--- config.mk ---
export PLATFORM = sky130hd
export DESIGN_NAME = rct_ctrl
export DESIGN_NICKNAME = d
export VERILOG_FILES = /design/src/rct_pkg.sv /design/src/rct_ctrl.sv
export SDC_FILE = /design/constraint.sdc
export NUM_CORES = 1
export LEC_CHECK = 0
export ABC_AREA = 1
export BUFFER_PORTS_ARGS = -buffer_cell sky130_fd_sc_hd__buf_2
export CAP_MARGIN = 20
export CORE_AREA = 8 8 45 47
export DETAILED_ROUTE_END_ITERATION = 8
export DIE_AREA = 0 0 53 55
export PLACE_DENSITY = 0.43
export SLEW_MARGIN = 20
export SYNTH_ARGS = -nofsm -noshare
export SYNTH_HDL_FRONTEND = slang
export SYNTH_SLANG_ARGS = --single-unit
export TNS_END_PERCENT = 50
--- constraint.sdc ---
create_clock -name clk -period 0.9 [get_ports clk]
set_input_delay 0.045 -clock clk [delete_from_list [all_inputs] [get_ports clk]]
set_output_delay 0.045 -clock clk [all_outputs]
set_load 0.02 [all_outputs]
--- src/rct_pkg.sv ---
package rct_pkg;
	localparam int TEX_SIZE = 64;
	localparam int TEX_BITS = 6;
	localparam int SCREEN_W = 1024;
	localparam int SCREEN_H = 768;
	localparam int NUM_TEXTURES = 6;
	localparam int MEM_DEPTH = NUM_TEXTURES * TEX_SIZE * TEX_SIZE;
	localparam int ADDR_W = 15;

	localparam logic [1:0] OP_SETUP = 2'd0;
	localparam logic [1:0] OP_PIXEL = 2'd1;
	localparam logic [1:0] OP_LOAD = 2'd2;

	localparam logic [2:0] NO_TEX = 3'd7;
	localparam logic [2:0] DOOR_SOLID_TEX = 3'd4;
	localparam logic [2:0] DOOR_SEE_TEX = 3'd5;
	localparam logic [31:0] DOOR_CLEAR = 32'hFF000000;
	localparam logic [31:0] WHITE = 32'h00FFFFFF;
	localparam logic [31:0] BLACK = 32'h00000000;

	typedef struct packed {
		logic [1:0] opcode;
		logic hit_side;
		logic signed [15:0] ray_dir_v;
		logic signed [15:0] ray_dir_h;
		logic [21:0] pos_v;
		logic [21:0] pos_h;
		logic [21:0] perp_dist;
		logic [15:0] line_height;
		logic [9:0] row;
		logic [9:0] column;
		logic [2:0] surface;
		logic [31:0] texel_value;
	} in_item_t;

	typedef struct packed {
		logic [9:0] screen_x;
		logic [9:0] screen_y;
		logic [31:0] color;
	} out_item_t;

	typedef struct packed {
		logic setup_start;
		logic pixel_start;
		logic load_start;
		logic pixel_finish;
	} cmd_t;

	typedef struct packed {
		logic setup_done;
		logic pixel_have;
	} status_t;
endpackage

--- src/rct_ctrl.sv ---
module rct_ctrl (
	input logic clk,
	input logic arst_n,
	input logic in_valid,
	input logic [1:0] opcode,
	output logic in_stall,
	output logic out_valid,
	input logic out_stall,
	input rct_pkg::status_t status,
	output rct_pkg::cmd_t cmd
);
	import rct_pkg::*;

	localparam logic [1:0] ST_IDLE = 2'd0;
	localparam logic [1:0] ST_SETUP = 2'd1;
	localparam logic [1:0] ST_PIXEL = 2'd2;
	localparam logic [1:0] ST_OUT = 2'd3;

	logic [1:0] state_q;
	logic [1:0] wait_q;
	logic take;

	assign in_stall = state_q != ST_IDLE;
	assign take = in_valid && !in_stall;
	assign out_valid = state_q == ST_OUT;

	always_comb begin
		cmd.setup_start = take && opcode == OP_SETUP;
		cmd.pixel_start = take && opcode == OP_PIXEL;
		cmd.load_start = take && opcode == OP_LOAD;
		cmd.pixel_finish = out_valid && !out_stall;
	end

	always_ff @(posedge clk or negedge arst_n) begin
		if (!arst_n) begin
			state_q <= ST_IDLE;
			wait_q <= '0;
		end else begin
			case (state_q)
				ST_IDLE: begin
					if (cmd.setup_start) begin
						state_q <= ST_SETUP;
						wait_q <= 2'd2;
					end else if (cmd.pixel_start) begin
						state_q <= ST_PIXEL;
					end
				end
				ST_SETUP: begin
					if (wait_q != 0) begin
						wait_q <= wait_q - 2'd1;
					end else if (status.setup_done) begin
						state_q <= ST_IDLE;
					end
				end
				ST_PIXEL: begin
					state_q <= status.pixel_have ? ST_OUT : ST_IDLE;
				end
				ST_OUT: begin
					if (cmd.pixel_finish) begin
						state_q <= ST_IDLE;
					end
				end
				default: state_q <= ST_IDLE;
			endcase
		end
	end
endmodule

* Word level (Yosys, flattened, before mapping)
Index checks and enable logic that the tools add are counted.
** Operators by class
- Mux-type cells :: 10
- Add/sub/neg operators :: 1
- Reductions and logical operators :: 14
- Eq/ne operators :: 11
** Operators by type and width (count)
- two-way mux 2 bit :: 8
- inequality test 2 bit (second input constant) :: 4
- case mux 2 bit (4 select lines) :: 1
- equality test 2 bit (second input constant) :: 3
- nonzero test 2 bit :: 3
- logical AND 1 bit :: 5
- equality test 2 x 1 -> 1 bit (second input constant) :: 2
- zero test 2 bit :: 2
- case mux 2 bit (2 select lines) :: 1
- AND reduction 4 bit :: 1
- inequality test 3 bit (second input constant) :: 1
- AND reduction 3 bit :: 1
- zero test 1 bit :: 2
- inequality test 2 x 1 -> 1 bit (second input constant) :: 1
- subtractor 2 x 1 -> 2 bit (second input constant) :: 1
** Word-level totals
- Register bits after elaboration :: 4
- Input port bits :: 8
- Logic and storage cells :: 38

* Longest topological paths before layout
Gate-level depths: netlist of the first run.
- Depth after elaboration :: 7
- Depth in mapped cells :: 7
- Mapped depth without buffers :: 7

* Worst setup path after synthesis of the first run
No wires, ideal clock.
- Path kind :: register to output
- From :: register state_q[1]
- To :: output cmd[1] in the netlist's numbering
- Buffers on the path :: 0
- Arrival :: 1.099 ns
- Path slack :: -0.244 ns
- Stages on the path, launching flop included :: 4
- Cell sequence :: dfrtp_1 nor2_2 nand2_1 nor3_1
** RTL lines
- from (decl) :: line rct_ctrl.sv:19 : logic [1:0] state_q;
- from (signal assigned) :: line rct_ctrl.sv:56 : state_q <= status.pixel_have ? ST_OUT : ST_IDLE;
- to (decl) :: line rct_ctrl.sv:10 : output rct_pkg::cmd_t cmd

==> flow_summary.ini, run 1 <==
[sta]
clock_skew_ps = 4.66
slew_violations = 0
post-route-period-util_pct = 138
worst_slew_pin_slew_ps = 211
setup_violations = 10
holdWs_ps = 97.3
worst_slack_ps = -345
max_freq_mhz = 803
slew-limit-headroom_pct = 85.9
fin_crit_ps = 1240
rsz0062_at_grt = true
hold_viol_final = 0

[synthesis]
ys_ff_latch = 4
avgSynthCellArea_um2 = 6.56
synth_top_area_share_pct = 33.9
yosys-top-cells-area = dfrtp_1, inv_1, nand2_1
yosysSeqAreaShare_pct = 33.9
ys_types = 14
syn_area_um2 = 295
ys.flop_type = dfrtp_1
yosysTopAreaCell = dfrtp_1
synth_common_cells = inv_1, nand2_1, nand3_1, dfrtp_1
synth_edf_count = 0
async_reset_ff_share_pct = 100
synth_warnings = 0
syn_inst = 45
synth_nets = 54
yosysMostFrequentCell = inv_1

[cells_and_area]
fin_nets = 82
num-fill-cells = 142
multi_input_area_um2 = 214
n_antenna_cell = 0
syn_to_final_growth_pct = 97.5
fin_util_pct = 42.1
layout-drive-gt1-share_pct = 56.3
ff_latch_area_um2 = 100

[critical_path]
crit_required_ps = 850
cp_max_fo = 3
endpoint_kind = primary output
slowest_delay_ps = 410
path_depth = 4
arrival_ps = 1200
worstReg2RegEnd = wait_q[0]
critPathSlowestCell = dfrtp_1
critPathLaunchType = flop
path_cells = nor2_4 -> nand2_4 -> nor3_4 -> buf_6
critPathTopFamily = simple AND/OR/NAND/NOR gates
crit_type = flop to primary output
r2r_cells = 6
reg2reg_from = state_q[1]
cp_num_buf_inv = 1
rrSetupSlack_ps = -200

[run_status]
violations = setup timing
outcome = finished, violations left

[power_and_ir_drop]
power_leakage_nw = 0.320
irDropWorstVdd_uv = 1560
seqPwrFrac_pct = 20.1
finalPower_mw = 1.65
combPwrFrac_pct = 67.0
p_int_mw = 0.940
swShare_pct = 43.1
switchingPower_mw = 0.712
powerDensity_nw_per_um2 = 2830
p_clk_share_pct = 12.9

[floorplan]
dieArea_um2 = 2920
core_um2 = 1380
rows = 14
fp.dieH_um = 55
io_pins = 14
start_util_pct = 21.3
die_x_um = 53

[drt]
drt-vias-per-instance = 4.13
drt_iter0_drc = 2
drc_errors = 0
ant_nets = 0
vias = 359
wire_per_inst_um = 10.6
routed_wl_um = 919
firstDrtPassIters = 2

[clock_network]
clock_sinks = 4
cts_root_buffer = clkbuf_4
clock_latency_ps = 230
cts_max_level = 1
clkTransAtPathRegs_ps = 40
numCtsBuffers = 3
max-clock-path-buffers = 2
cts_tree = yes

[global_route]
grt_pass1_vias = 378
grt_max_degree = 5
grt_first_pass_wirelength_um = 1520
grt_antenna_before_repair = 0
track_usage_pct = 7.18
grt.overflow.total = 0

[hold_path]
hold_path_class = input port to flop
worstHoldStart = status[0]
hold_depth = 3
hold_end = state_q[0]

[placement]
place_congestion = 0.694
numPortBuffers = 13
dp_hpwl_um = 676

[job]
maxCapViolations = 0
-- worst reg2reg max path, delay by kind of cell, from the launching register on --
| family | cells | cell delay (ps) |
|---|---|---|
| simple gates | 5 | 450 |
| flops | 1 | 410 |
| buf+inv | 1 | 170 |
-- sequential cells by signal (all words and copies together) (netlist names) --
register  flops
wait_q        2
state_q       2
-- per-layer routing --
metal  track usage (%)  vias to the layer above  part of all wire (%)
met1              6.44                      158                    35
met5                 0                        -                     0
met2              13.5                       10                    55
li1                  -                      191                     -
met4              1.29                        0                     0
met3              4.55                        0                    10
-- repair_timing --
action                                  in CTS  in global routing
endpoints found under the setup margin      10                 10
gates cloned                                 0                  0
resized for setup                           16                  4
hold endpoints to repair                     4                  0
buffers inserted                             4                  0
hold buffers                                 1                  0
pin swaps                                    4                  3
-- worst max-delay path by stage --
stage / from / end
final: state_q[0] / cmd[2]
after global placement: state_q[1] / wait_q[0]
after global routing: state_q[0] / cmd[2]
after detailed placement: state_q[0] / cmd[1]
after CTS: state_q[1] / cmd[1]
after floorplan: wait_q[0] / wait_q[0]
-- placed cells by master (no fill, tap or decap) --
master	n
buf_6	6
a21oi_2	1
nand3_1	4
dfrtp_1	4
nand4_4	1
nand2_4	2
buf_4	8
inv_2	4
nor3_4	2
buf_2	8
nand2_2	1
o211ai_1	1
o21ai_1	2
nand2_1	8
nor2_4	2
inv_1	9
ha_2	1
dlygate4sd3_1	1
nand3_2	1
nor2_1	2
clkbuf_4	3
-- final cells by class --
type | count | area share, %
Timing Repair Buffer | 23 | 30.5
Inverter | 13 | 8.37
Tap cell | 16 | 3.43
Sequential cell | 4 | 17.2
Clock buffer | 3 | 3.86
Multi-Input combinational cell | 28 | 36.7
-- per-stage QoR --
step	TNS (ps)	area, µm²	instances	setup slack [ps]
floorplan	-330	332	45	-65.4
global placement	-1040	454	79	-173
CTS	-2300	571	87	-323
detailed placement	-995	454	79	-160
global route	-2900	583	87	-395
finish	-2340	583	87	-345
-- kinds of logic after synthesis --
kind of cell	share of synthesized area, %
adder cells (fa/ha/maj)	4.24
buffers and inverters	16.5
flip-flops	33.9
AO/OA/AOI/OAI	7.63
AND/OR/NAND/NOR	37.7
-- power groups by stage --
| stage | Sequential [mW] | Clock, mW | Combinational [mW] |
|---|---|---|---|
| 2_1_floorplan | 0.331 | 0 | 0.528 |
| 3_3_place_gp | 0.343 | 0 | 0.832 |
| 3_5_place_dp | 0.337 | 0 | 0.830 |
| 4_1_cts | 0.326 | 0.225 | 1.06 |
| 5_1_grt | 0.337 | 0.240 | 1.21 |
| 6_report | 0.332 | 0.214 | 1.11 |
(Power assumes the default switching activity.)
==> run 2, diff against run 1 <==
--- a/config.mk
+++ b/config.mk
@@ -12,6 +12,7 @@
 export DETAILED_ROUTE_END_ITERATION = 8
 export DIE_AREA = 0 0 53 55
 export PLACE_DENSITY = 0.43
+export SETUP_SLACK_MARGIN = 0.15
 export SLEW_MARGIN = 20
 export SYNTH_ARGS = -nofsm -noshare
 export SYNTH_HDL_FRONTEND = slang
==> run 2 against run 1 <==
Compared with the run above: final area is 4.3% higher; the run still ends with setup timing left; cell count is 1.1% lower; setup slack better by 25 ps; global-route usage is 0.71 points lower; die area stayed put; sequential power is 5% higher.
==> flow_summary.ini, run 2 (synthesized netlist as in run 1, its figures left out) <==
[run_status]
outcome = finished, violations left
violations = setup timing

[sta]
hold_viol_final = 0
worst_slew_pin_slew_ps = 201
setup_violations = 10
post-route-period-util_pct = 136
slew_violations = 0
rsz0062_at_grt = true
slew-limit-headroom_pct = 86.6
clock_skew_ps = 1.86
fin_crit_ps = 1220
max_freq_mhz = 820
worst_slack_ps = -320

[drt]
drt-vias-per-instance = 4.16
firstDrtPassIters = 4
drt_iter0_drc = 10
ant_nets = 0
routed_wl_um = 821
vias = 358
drc_errors = 0
wire_per_inst_um = 9.55

[placement]
place_congestion = 0.740
dp_hpwl_um = 661
place_ws_ps = -153
dpl_cell_area_um2 = 447
numPortBuffers = 13

[power_and_ir_drop]
irDropWorstVdd_uv = 969
power_leakage_nw = 0.317
powerDensity_nw_per_um2 = 2800

[clock_network]
cts_tree = yes
max-clock-path-buffers = 2
cts_root_buffer = clkbuf_4
clock_latency_ps = 230
cts_max_level = 1
numCtsBuffers = 3
clkTransAtPathRegs_ps = 40
clock_sinks = 4

[floorplan]
io_pins = 14
fp.dieH_um = 55
start_util_pct = 21.3
dieArea_um2 = 2920
die_x_um = 53
core_um2 = 1380
rows = 14

[global_route]
grt_pass1_vias = 367
grt.overflow.total = 0
grt_antenna_before_repair = 0
track_usage_pct = 6.47
grt_first_pass_wirelength_um = 1460
grt_max_degree = 5

[cells_and_area]
top_regs = state_q (2), wait_q (2)
ff_latch_area_um2 = 103
layout-drive-gt1-share_pct = 64.3
multi_input_area_um2 = 238
num-fill-cells = 140
n_antenna_cell = 0
syn_to_final_growth_pct = 106
fin_util_pct = 43.9
final_cell_mix = inv_1, buf_2, nand2_1, buf_6, buf_4
fin_area_um2 = 608
fin_nets = 81

[critical_path]
critPathLaunchType = flop
endpoint_kind = primary output
crit_type = flop to primary output
arrival_ps = 1170
crit_required_ps = 850
cp_max_fo = 3

[hold_path]
hold_path_class = input port to flop

[job]
maxCapViolations = 0
==> run 2: final timing paths <==
check,start,end,slack (ps),cells after the start
worst min-delay path,status[0],state_q[0],90,3
max in group asynchronous,arst_n,state_q[1],630,2
worst max register to register,state_q[1],wait_q[0],-210,6
worst max-delay path,state_q[1],cmd[2],-320,4
min in group asynchronous,arst_n,wait_q[0],140,2
worst min register to register,wait_q[1],wait_q[1],550,2
==> run 2: where the power goes <==
group	internal [mW]	total [mW]	switching, mW
clock	0.149	0.218	0.0692
combinational	0.543	1.14	0.593
sequential	0.271	0.350	0.0794
==> run 2: critical path, cell delays in order (launching register included) <==
cell,delay [ps]
dfrtp_2,420
nor2_4,180
nand2_4,90
nor3_4,120
buf_6,140
==> run 2: repair_timing <==
action / in CTS / in global routing
pin swaps: 4 / 0
endpoints found under the setup margin: 10 / 10
buffers inserted: 3 / 1
hold endpoints to repair: 4 / 0
resized for setup: 22 / 8
hold buffers: 1 / 0
==> run 2: through the flow <==
step / std cells / hold slack, ps / setup TNS (ps) / power [mW]
2_1_floorplan: 45 / -251 / -321 / 0.860
3_3_place_gp: 78 / -147 / -1040 / 1.15
3_5_place_dp: 78 / -148 / -941 / 1.14
4_1_cts: 85 / 103 / -2300 / 1.63
5_1_grt: 86 / 122 / -2980 / 1.88
6_report: 86 / 91.5 / -2360 / 1.70
==> run 2: final cells by class <==
class	count	area share, %
sequential	4	16.9
multi-input combinational	28	39.1
tap	16	3.29
inverter	13	8.44
timing repair buffer	22	28.6
clock buffer	3	3.70
==> run 2: per-layer routing <==
layer,vias to the layer above,part of all wire [%],track usage (%)
met1,162,40,6.76
met4,0,0,2.59
li1,189,-,-
met5,-,0,0
met3,0,7.2,1.60
met2,7,53,12.1
==> run 3, diff against run 2 <==
--- a/config.mk
+++ b/config.mk
@@ -8,11 +8,12 @@
 export ABC_AREA = 1
 export BUFFER_PORTS_ARGS = -buffer_cell sky130_fd_sc_hd__buf_2
 export CAP_MARGIN = 20
-export CORE_AREA = 8 8 45 47
+export CORE_AREA = 2 2 39 41
+export CTS_BUF_LIST = sky130_fd_sc_hd__clkbuf_4 sky130_fd_sc_hd__clkbuf_8 sky130_fd_sc_hd__clkbuf_16
 export DETAILED_ROUTE_END_ITERATION = 8
-export DIE_AREA = 0 0 53 55
+export DIE_AREA = 0 0 41 43
 export PLACE_DENSITY = 0.43
-export SETUP_SLACK_MARGIN = 0.15
+export SETUP_SLACK_MARGIN = 0.02
 export SLEW_MARGIN = 20
 export SYNTH_ARGS = -nofsm -noshare
 export SYNTH_HDL_FRONTEND = slang
==> run 3 against run 2 <==
Compared with the run above: the flow still finishes with violations (setup timing); power shrank 4.8%; count of clock-buffer cells in the layout is the same; register-to-register slack is essentially flat; non-clock buffer count grew 1; global-route usage grew 4.1 points; clock power is essentially flat; critical path type unchanged; via count is the same; cell count grew 1.2%.
==> flow_summary.ini, run 3 (synthesized netlist as in run 1, its figures left out) <==
[job]
maxCapViolations = 0

[clock_network]
clkTransAtPathRegs_ps = 40
cts_max_level = 1
clock_sinks = 4
numCtsBuffers = 3
clock_latency_ps = 230
cts_tree = yes
max-clock-path-buffers = 2
cts_root_buffer = clkbuf_4

[floorplan]
die_x_um = 41
io_pins = 14
start_util_pct = 21.3
dieArea_um2 = 1760
rows = 14
core_um2 = 1380
fp.dieH_um = 43

[global_route]
grt_antenna_before_repair = 0
grt.overflow.total = 0
grt_pass1_vias = 324
track_usage_pct = 10.6
grt_first_pass_wirelength_um = 1250
grt_max_degree = 5

[cells_and_area]
final_cell_mix = inv_1, nand2_1, buf_2, buf_4, buf_6
syn_to_final_growth_pct = 96.6
top_regs = state_q (2), wait_q (2)
fin_nets = 82
fin_area_um2 = 581
layout-drive-gt1-share_pct = 59.2
n_antenna_cell = 0
final_common_cell = inv_1

[sta]
slew_violations = 0
post-route-period-util_pct = 136
worst_slack_ps = -322
clock_skew_ps = 2.62
setup_tns_ps = -2470
holdWs_ps = 98.5
hold_viol_final = 0
worst_slew_pin_slew_ps = 222
setup_violations = 10
fin_crit_ps = 1220
max_freq_mhz = 818
slew-limit-headroom_pct = 85.2
rsz0062_at_grt = true

[drt]
firstDrtPassIters = 2
wire_per_inst_um = 8.80
ant_nets = 0
drt_iter0_drc = 11
drc_errors = 0
drt-vias-per-instance = 4.11
routed_wl_um = 766
vias = 358

[placement]
dpl_cell_area_um2 = 454
place_congestion = 0.627
numPortBuffers = 13
dp_hpwl_um = 606

[power_and_ir_drop]
irDropWorstVdd_uv = 1500
power_leakage_nw = 0.316
powerDensity_nw_per_um2 = 2790

[critical_path]
endpoint_kind = primary output
crit_required_ps = 850
cp_num_buf_inv = 1
arrival_ps = 1180
rrSetupSlack_ps = -220
critPathSlowestCell = dfrtp_2
critPathLaunchType = flop
cp_max_fo = 3
crit_type = flop to primary output
critPathTopFamily = flip-flops
path_cells = nor2_4 -> nand2_4 -> nor3_4 -> buf_6
slowest_delay_ps = 420

[run_status]
outcome = finished, violations left
violations = setup timing

[hold_path]
hold_path_class = input port to flop
run 3: metal layers:
metal,track usage (%),part of all wire (%),vias up
li1,-,-,191
met1,13.1,42,156
met2,16.6,50,11
met3,6.28,8.4,0
met4,0,0,0
met5,0,0,-
run 3: through the flow:
step / instances / worst slack (ps) / power, mW / util [%]
after detailed placement: 79 / -161 / 1.16 / 32.8
after CTS: 86 / -313 / 1.59 / 41.0
final: 87 / -322 / 1.62 / 42.0
after floorplan: 45 / -65.4 / 0.859 / -
after global placement: 79 / -174 / 1.17 / 32.8
after global routing: 87 / -384 / 1.78 / 42.0
run 3: timing repair:
action / CTS / global route
gates resized for setup: 18 / 3
endpoints found under the setup margin: 10 / 10
buffers inserted: 3 / 1
endpoints found under the hold margin: 4 / 0
pin swaps: 5 / 2
hold buffers: 1 / 0
run 3: path summary, 6_finish.rpt:
| kind | startpoint | cells past startpoint | to |
|---|---|---|---|
| setup / recovery | state_q[0] | 4 | cmd[2] |
| hold / removal | status[0] | 3 | state_q[0] |
| setup reg to reg | state_q[0] | 6 | wait_q[0] |
| hold reg to reg | wait_q[0] | 2 | wait_q[0] |
| max in group asynchronous | arst_n | 2 | state_q[0] |
| min in group asynchronous | arst_n | 2 | state_q[1] |
run 3: tightest hold or removal path, stage by stage:
cell and delay, ps:
buf_2 80, nand3_2 80, nand3_1 90
run 3: final cells by class:
| class | count | area [µm²] |
|---|---|---|
| well taps | 16 | 20.0 |
| inverters | 13 | 48.8 |
| clock buffers | 3 | 22.5 |
| repair buffers | 23 | 178 |
| multi-input cells | 28 | 209 |
| flip-flops and latches | 4 | 103 |
| fillers | 156 | 803 |
run 3: where the power goes:
part           total, mW  internal [mW]  switching (mW)
Sequential         0.347          0.270          0.0761
Clock              0.216          0.149          0.0671
Combinational       1.06          0.518           0.542
